[src/rtl/core/sacrr_pkg.sv]
// Shared types and constants of the set-associative cache.
// No dependencies; used by every module of the block except sacrr_tag_store.
`timescale 1ns / 1ps

package sacrr_pkg;

  // fixed field widths
  localparam int DATA_W    = 32;
  localparam int ADDR_W    = 32;
  localparam int KIND_W    = 2;
  localparam int WAY_OUT_W = 3;
  localparam int LFSR_W    = 16;
  localparam int PADDR_W   = 3;

  // victim lfsr
  localparam logic [LFSR_W-1:0] LFSR_TAPS  = 16'hB400;
  localparam logic [LFSR_W-1:0] SEED_RESET = 16'd44257;

  // register index, taken from paddr[2]
  localparam logic REG_RANDOM_SEED = 1'b0;

  // item kinds
  typedef enum logic [KIND_W-1:0] {
    KIND_READ   = 2'd0,
    KIND_WRITE  = 2'd1,
    KIND_REFILL = 2'd2
  } kind_e;

  // lfsr control from the cache controller
  typedef struct packed {
    logic              load;
    logic              step;
    logic [LFSR_W-1:0] seed;
  } lfsr_ctrl_t;

endpackage

[src/rtl/core/sacrr_lfsr.sv]
// Victim LFSR: 16-bit Galois right-shift register, loadable with a seed.
// Uses sacrr_pkg for the tap mask, reset seed and control struct.
`timescale 1ns / 1ps

module sacrr_lfsr (
  input  logic                          clk_i,
  input  logic                          rst_ni,
  input  sacrr_pkg::lfsr_ctrl_t         ctrl_i,
  output logic [sacrr_pkg::LFSR_W-1:0]  next_o
);

  logic [sacrr_pkg::LFSR_W-1:0] state_q;
  logic [sacrr_pkg::LFSR_W-1:0] state_d;

  // one shift step, taps applied when the bit shifted out is set
  assign next_o = (state_q >> 1) ^ (state_q[0] ? sacrr_pkg::LFSR_TAPS : '0);

  always_comb begin
    state_d = state_q;
    if (ctrl_i.load) begin
      state_d = ctrl_i.seed;
    end else if (ctrl_i.step) begin
      state_d = next_o;
    end
  end

  always_ff @(posedge clk_i or negedge rst_ni) begin
    if (!rst_ni) begin
      state_q <= sacrr_pkg::SEED_RESET;
    end else begin
      state_q <= state_d;
    end
  end

endmodule

[config.mk]
export PLATFORM = sky130hd
export DESIGN_NAME = sacrr_lfsr
export DESIGN_NICKNAME = d
export VERILOG_FILES = /design/src/rtl/core/sacrr_pkg.sv /design/src/rtl/core/sacrr_lfsr.sv
export SDC_FILE = /design/constraint.sdc
export NUM_CORES = 1
export LEC_CHECK = 0
export ABC_AREA = 1
export BUFFER_PORTS_ARGS = -buffer_cell sky130_fd_sc_hd__buf_2
export CAP_MARGIN = 0
export CORE_MARGIN = 8
export CORE_UTILIZATION = 48
export DETAILED_ROUTE_END_ITERATION = 12
export PLACE_DENSITY = 0.85
export SLEW_MARGIN = 20
export SYNTH_ARGS = -nofsm -noshare
export SYNTH_HDL_FRONTEND = slang
export SYNTH_SLANG_ARGS = --single-unit
[constraint.sdc]
create_clock -name clk_i -period 1.1 [get_ports clk_i]
set_input_delay 0.22 -clock clk_i [delete_from_list [all_inputs] [get_ports clk_i]]
set_output_delay 0.22 -clock clk_i [all_outputs]
set_load 0.1 [all_outputs]
* Word level (Yosys, flattened, before mapping)
Index checks and enable logic that the tools add are counted.
** Cells by class
- Mux-type cells :: 3
- Bitwise logic cells :: 1
- Reductions and logical operators :: 1
** Operators with widths (count)
- 16-bit 2-to-1 mux :: 3
- 15-bit by 16-bit XOR with 16-bit output :: 1
- 2-bit nonzero test :: 1
** Storage, ports and cells
- Bits in registers :: 16
- Bits of input ports :: 20
- Word-level logic and storage cells :: 6

* Depth between registers and ports, before layout
Gate-level depths: netlist of run 1.
- Word-level depth :: 4
- Depth in mapped cells :: 5
- Mapped depth without buffers :: 4

* Worst setup path after synthesis of run 1
Ideal clock, no wire load.
- Path type :: register -> output
- From :: register state_q[0] (netlist bit)
- To :: output port next_o[13] (netlist bit)
- Arrival time :: 1.410 ns
- Required time :: 0.880 ns
- Setup slack :: -0.530 ns
- Cell stages (with the launch flop) :: 4
- Buffers on the path :: 0
- Cells stage by stage :: dfstp_2 inv_2 nand2_1 and2_1
** Between the ends
- Cells in the longest elaborated chain, start to end :: 2
** Ends and longest elaborated chain
- start, declared :: line sacrr_lfsr.sv:12 : logic [sacrr_pkg::LFSR_W-1:0] state_q;
- start signal, assigned :: line sacrr_lfsr.sv:29 : state_q <= sacrr_pkg::SEED_RESET;
- start signal, assigned :: line sacrr_lfsr.sv:31 : state_q <= state_d;
- 16-bit 2-to-1 mux :: line sacrr_lfsr.sv:16 : assign next_o = (state_q >> 1) ^ (state_q[0] ? sacrr_pkg::LFSR_TAPS : '0);
- 15-bit by 16-bit XOR with 16-bit output :: line sacrr_lfsr.sv:16
- end, declared :: line sacrr_lfsr.sv:9 : output logic [sacrr_pkg::LFSR_W-1:0] next_o
No other way between the ends.

* Final worst setup path of run 1
Ends and elaborated chain as after synthesis.

==> key figures, run 1 <==
Placed design
  • Global placement routability congestion: approximately 0.76
  • Number of port buffers: 35
  • DP Area: around 0.0013 mm2
  • Dpl ws: -121.8 ps
  • Dpl cells: 165
  • DP Wirelength: around 1800 um

Floorplan
  • Cell Rows: 16
  • IO Pins: 36
  • DIE HEIGHT: 60.69 um
  • Die area: 0.003683 mm2
  • Core area: 0.001922 mm2
  • DIE WIDTH: just over 60 um
  • Initial Util: 0.4987

Route
  • Final ANT Viol Nets: 0
  • DRC: 0
  • Post-Route WL: 2434 um
  • Initial DRT Pass Iterations: 4
  • Via count: approximately 870
  • Number of DRC markers in iteration 0: 21
  • Vias/cell: 4.699
  • DR WL/cell: 13.09 um

Setup path
  • FF-to-FF Start: state_q[0]$_DFFE_PN1P_
  • Worst EP arrival: 1340 ps
  • RR Endpoint: state_q[13]$_DFFE_PN1P_
  • Reg2reg path depth: 5
  • Element type at the critical path end: output pin
  • CP Class: reg -> out
  • Crit path to: next_o[13]
  • Reg2Reg Setup Slack: around 80 ps
  • Worst EP required: 880 ps
  • Crit path max fanout: 5
  • Setup crit start kind: flip-flop
  • Crit path from: state_q[0]$_DFFE_PN1P_

Synth
  • Flops & latches, synth: 16
  • Synthesized area per cell: 8.262 um2
  • Async SR Flop Fraction: 1.000
  • Top-count cell post-synth: nand2_1
  • Post-synthesis sequential area ratio: 0.4282
  • Synth warnings: 0
  • Most frequent cells after synthesis: 50 x nand2_1, 13 x buf_4, 10 x nand3_2
  • Mapped cell area: 958.4 um2
  • Post-synth EDFFs: 0
  • Cell taking the most area after synthesis: dfstp_2
  • Gate Count Post-Synth: between 100 and 150
  • Synth area leaders: dfstp_2 22%, dfrtp_1 21%, nand2_1 20%
  • Syn Nets: 136
  • Synth top area share: 0.2193
  • Synth Flop Type: dfstp_2
  • Unique masters post-synth: 14

Global route
  • Vias in the first global route: a little over 900
  • GRT Util Overall: 0.1434
  • Grt ovf: 0
  • Most Crowded Layer GR: met2
  • Met3 Use GR: 0.04449
  • First-pass GRT wire length: 4029 um
  • M1 GR Usage: 0.1658
  • Initial antenna violation count: 0
  • Met2 Use GR: 0.2443
  • Largest net degree at the start of global routing: 17

CTS
  • Worst-skew pair later-pin latency: approximately 290 ps
  • CTS tree: built
  • Root buffer cell: clkbuf_4
  • TritonCTS Buffers: 3
  • Sink Count: 16
  • CTS clk-pin slew, worst paths: 100 ps
  • Clock Path Buffers: 2
  • CTS H-tree depth: 1

Finish
  • Final Cell Area: about 0.0015 mm2
  • Ant. Diodes: 0
  • Non-filler cells, final: 186
  • Nets: 180
  • Top reg by flops: state_q
  • Largest register FFs: 16
  • Share of layout cells above drive strength 1: 0.5409
  • Top flop regs: state_q x16
  • FILL cells: 146
  • Area growth syn-to-layout: 54.05%
  • Final Util: 0.7682

STA
  • RSZ-0062 raised after global routing: yes
  • Final hold slack: 143.3 ps
  • Setup-failing EPs final: 15
  • Period utilisation layout: 1.414
  • Fmax: around 0.64 GHz
  • Pins Over Slew Limit: 0
  • Clock Skew: 8.199 ps
  • Final WS setup: -455.6 ps
  • Final hold viol count: 0
  • Worst Max-Slew Pin Slew: 373.4 ps
  • Tmin final: between 1500 and 2000 ps
  • Total Negative Setup Slacks: -2508 ps
  • Rel. slew slack: 0.7505

Hold path
  • Worst hold path class: in -> reg

Power
  • Final Total Pwr: 2.258 mW
  • Worst VDD drop: 1.061 mV
  • Cell area power density: roughly 1500 mW/mm2
  • Static Leak: 0.7810 nW

Run
  • MaxCap Viol Count: 0

Status
  • Failing checks: setup timing
  • Outcome: complete, but fails checks
routing by layer:
layer,vias to the layer above,share of wire,routed length (um)
met1,403,0.42,1028
met4,0,0.0070,17
li1,431,-,-
met2,38,0.48,1177
met3,2,0.087,211
met5,-,0,0
area by class of cell:
class / instances / area, um2 / share of cell area
Inverter: 8 / 30.03 / 0.02034
Multi-Input combinational cell: 75 / 396.6 / 0.2686
Sequential cell: 16 / 410.4 / 0.2780
Tap cell: 27 / 33.78 / 0.02288
Clock buffer: 4 / 26.28 / 0.01780
Timing Repair Buffer: 56 / 579.3 / 0.3924
worst min path at each step:
stage	from	to	slack, ps	cells past startpoint
final	ctrl_i[3]	state_q[3]$_DFFE_PN0P_	140	3
after global routing	ctrl_i[3]	state_q[3]$_DFFE_PN0P_	140	3
after CTS	ctrl_i[15]	state_q[15]$_DFFE_PN1P_	150	3
after detailed placement	rst_ni	state_q[4]$_DFFE_PN0P_	150	1
after global placement	rst_ni	state_q[3]$_DFFE_PN0P_	140	1
after floorplan	rst_ni	state_q[12]$_DFFE_PN0P_	-80	0
kinds of logic (layout without fill, tap and decap cells):
family	count (synthesis)	after routing	synth area share
and+or+nand+nor	72	72	0.3825
DFF	16	16	0.4282
AOI/OAI and AO/OA	3	3	0.01566
buffers and inverters	25	68	0.1736
power breakdown:
group          internal, mW  switching, mW
Combinational         0.459          0.722
Sequential            0.675         0.0655
Clock                 0.141          0.195
placed cells by master (no fill, tap or decap), drive strengths merged:
cell | netlist | layout
clkbuf | 0 | 4
nand3 | 16 | 16
and2 | 3 | 3
buf | 17 | 55
dfrtp | 8 | 8
dfstp | 8 | 8
inv | 8 | 8
nand3b | 1 | 1
nand2 | 50 | 50
nor2 | 2 | 2
dlygate4sd3 | 0 | 1
a21oi | 3 | 3
timing repair:
item / CTS / global route
endpoints found under the setup margin: 16 / 16
setup buffers: 13 / 3
gates resized for setup: 4 / 0
hold buffers: 1 / 0
pin swaps: 0 / 1
hold endpoints to repair: 8 / 0
critical path, stage by stage (launching register included):
cell	delay (ps)
dfstp_2	590
inv_2	70
nand2_2	80
and2_4	150
buf_12	160
(Power assumes the default switching activity.)
==> run 2: changes to the inputs <==
--- a/config.mk
+++ b/config.mk
@@ -9,9 +9,9 @@
 export BUFFER_PORTS_ARGS = -buffer_cell sky130_fd_sc_hd__buf_2
 export CAP_MARGIN = 0
 export CORE_MARGIN = 8
-export CORE_UTILIZATION = 48
+export CORE_UTILIZATION = 51
 export DETAILED_ROUTE_END_ITERATION = 12
-export PLACE_DENSITY = 0.85
+export PLACE_DENSITY = 0.89
 export SLEW_MARGIN = 20
 export SYNTH_ARGS = -nofsm -noshare
 export SYNTH_HDL_FRONTEND = slang
==> constraint.sdc (replaced) <==
create_clock -name clk_i -period 1.9 [get_ports clk_i]
set_input_delay 0.38 -clock clk_i [delete_from_list [all_inputs] [get_ports clk_i]]
set_output_delay 0.38 -clock clk_i [all_outputs]
set_load 0.1 [all_outputs]
==> run 2 against run 1 <==
The run now ends clean. Global-route usage is 1.3 points lower. Via count decreased by 9.3%. Final area decreased by 24%. Critical path depth stayed put. Core utilization fell by 13 points. Clock skew is 0.79 ps lower. Sequential cell count is the same. Clock-buffer cell count is the same. Wire length is 12% lower. Register-to-register slack better by 870 ps. First-iteration DRC count is 24% lower. Die area is 4.4% lower. Critical path type unchanged. Largest cell class is now sequential cells. Highest routed layer unchanged.
==> key figures, run 2 (synthesized netlist as in run 1, its figures left out) <==
Status
  • Outcome: complete, no violations

Finish
  • Largest register FFs: 16 (unchanged)
  • Ant. Diodes: 0 (unchanged)
  • Top reg by flops: state_q
  • Final Cell Area: 0.001120 mm2 (-24%)
  • Share of layout cells above drive strength 1: 0.4388 (-0.1020)
  • Nets: 160 (-11%)
  • Area growth syn-to-layout: 16.84%
  • Top flop regs: state_q x16
  • Commonest cells after routing, fill and taps aside: 50 x nand2_1, 32 x buf_2, 10 x nand3_2, 8 x dfstp_2, 8 x dfrtp_1
  • Most common cell after layout, fill and taps aside: nand2_1

STA
  • Period utilisation layout: 0.9269
  • Rel. slew slack: 0.6709 (-0.07962)
  • Fmax: 0.5678 GHz
  • Pins Over Slew Limit: 0 (unchanged)
  • Worst Max-Slew Pin Slew: 497.1 ps (+123.7 ps)
  • Final hold viol count: 0 (unchanged)
  • Setup-failing EPs final: 0 (-15)
  • Tmin final: 1761 ps
  • Total Negative Setup Slacks: 0 ps (+2508 ps)
  • RSZ-0062 raised after global routing: no
  • Clock Skew: 7.408 ps (-0.7907 ps)

Global route
  • Met2 Use GR: 0.2157 (-0.02863)
  • Grt ovf: 0 (unchanged)
  • Vias in the first global route: 793 (-15%)
  • Met3 Use GR: 0.04989 (+0.005400)
  • Initial antenna violation count: 0 (unchanged)
  • Largest net degree at the start of global routing: 20 (+3)
  • First-pass GRT wire length: 3525 um (-13%)
  • M1 GR Usage: 0.1508 (-0.01509)
  • GRT Util Overall: 0.1308 (-0.01265)
  • Most Crowded Layer GR: met2

Power
  • Static Leak: 0.6172 nW (-21%)
  • Clock power frac: 0.195 (+0.046)
  • Gate power share: 0.437 (-0.086)
  • Sequential power share: 0.368 (+0.040)
  • Switching Fraction: 0.4612 (+0.02587)
  • P_sw: 529.3 uW (-46%)
  • Worst VDD drop: 0.5180 mV (-51%)
  • Cell area power density: 1025 mW/mm2 (-33%)
  • Internal: 618.4 uW (-52%)

Placed design
  • Global placement routability congestion: 0.7319 (-3.8%)
  • Number of port buffers: 35 (unchanged)
  • DP Wirelength: 1633 um (-10%)
  • DP Area: 0.001074 mm2 (-18%)

Floorplan
  • Core area: 0.001745 mm2 (-9.2%)
  • IO Pins: 36 (unchanged)
  • Die area: 0.003522 mm2 (-4.4%)
  • DIE HEIGHT: 59.35 um (-2.2%)
  • DIE WIDTH: 59.35 um (-2.2%)
  • Initial Util: 0.5491 (+0.05041)
  • Cell Rows: 15 (-1)

Route
  • Via count: 793 (-9.3%)
  • DRC: 0 (unchanged)
  • Number of DRC markers in iteration 0: 16 (-24%)
  • Final ANT Viol Nets: 0 (unchanged)
  • DR WL/cell: 13.10 um (+0.13%)
  • Post-Route WL: 2149 um (-12%)
  • Vias/cell: 4.835 (+2.9%)
  • Initial DRT Pass Iterations: 4 (unchanged)

CTS
  • TritonCTS Buffers: 3 (unchanged)
  • CTS Hold Buffers Added: 1 (unchanged)
  • Root buffer cell: clkbuf_4
  • Clock Path Buffers: 2 (unchanged)
  • CTS H-tree depth: 1 (unchanged)
  • CTS clk-pin slew, worst paths: 100 ps (about the same)
  • Post-CTS Resized: 0 (-4)
  • Sink Count: 16 (unchanged)
  • Worst-skew pair later-pin latency: 290 ps (about the same)
  • Postcts setup bufs: 0 (-13)
  • CTS tree: built

Run
  • MaxCap Viol Count: 0 (unchanged)

Setup path
  • Setup crit start kind: flip-flop
  • Reg2Reg Setup Slack: 950 ps (+870 ps)
  • Element type at the critical path end: output pin
  • Worst EP arrival: 1380 ps (+40 ps)
  • Crit path max fanout: 7 (+2)
  • RR Endpoint: state_q[12]$_DFFE_PN0P_
  • Worst EP required: 1520 ps (+640 ps)
  • Crit path from: state_q[0]$_DFFE_PN1P_
  • CP Class: reg -> out
  • Crit path to: next_o[12]
  • Reg2reg path depth: 4 (-1)
  • FF-to-FF Start: state_q[0]$_DFFE_PN1P_

Hold path
  • Worst hold path class: in -> reg
==> run 2: cell types whose count changed in the layout (fill, tap and decap cells not counted) <==
cell,before,now
buf_12,16,3
buf_4,19,0
buf_2,19,32
clkbuf_1,1,0
clkbuf_8,0,1
nand2_2,3,0
and2_4,3,0
nand2_1,47,50
buf_6,1,0
and2_1,0,3
==> run 2: layout make-up <==
cell class,instances,area (um2)
Clock buffer,4,36.28
Fill cell,163,625.6
Inverter,8,30.03
Multi-Input combinational cell,75,381.6
Sequential cell,16,410.4
Tap cell,25,31.28
Timing Repair Buffer,36,230.2
==> run 2: how the worst min path moves through the flow <==
stage | cells past startpoint | slack, ps | endpoint | startpoint
2_1_floorplan | 0 | 80 | state_q[12]$_DFFE_PN0P_ | rst_ni
3_3_place_gp | 1 | 300 | state_q[4]$_DFFE_PN0P_ | rst_ni
3_5_place_dp | 1 | 310 | state_q[4]$_DFFE_PN0P_ | rst_ni
4_1_cts | 3 | 300 | state_q[14]$_DFFE_PN0P_ | ctrl_i[14]
5_1_grt | 3 | 300 | state_q[9]$_DFFE_PN0P_ | ctrl_i[9]
6_report | 3 | 300 | state_q[14]$_DFFE_PN0P_ | ctrl_i[14]
==> run 2: per-stage QoR <==
stage / util / power, mW / setup slack [ps] / hold slack [ps] / cells
global route: 0.6416 / 1.196 / 69.26 / 303.2 / 164
detailed placement: 0.6151 / 0.9301 / 454.0 / 307.3 / 159
floorplan: - / 0.8502 / 109.6 / 84.41 / 116
finish: 0.6416 / 1.148 / 138.9 / 297.4 / 164
CTS: 0.6416 / 1.152 / 132.4 / 302.9 / 164
global placement: 0.6151 / 0.9197 / 489.3 / 296.0 / 159
==> run 2: power groups by stage <==
| stage | sequential, mW | clock, mW | combinational (mW) |
|---|---|---|---|
| 2_1_floorplan | 0.419 | 0 | 0.431 |
| 3_3_place_gp | 0.424 | 0 | 0.495 |
| 3_5_place_dp | 0.426 | 0 | 0.504 |
| 4_1_cts | 0.421 | 0.225 | 0.506 |
| 5_1_grt | 0.428 | 0.244 | 0.524 |
| 6_report | 0.422 | 0.224 | 0.501 |
==> run 2: worst max-delay path, cell delays in order, from the launching register on <==
cell	delay, ps
dfstp_2	610
inv_2	60
nand2_1	70
and2_1	180
buf_12	190
==> run 2: per-layer routing <==
metal  share of wire  vias to the layer above
li1                -                      394
met1            0.43                      366
met2            0.47                       29
met3           0.085                        4
met4          0.0098                        0
met5               0                        -
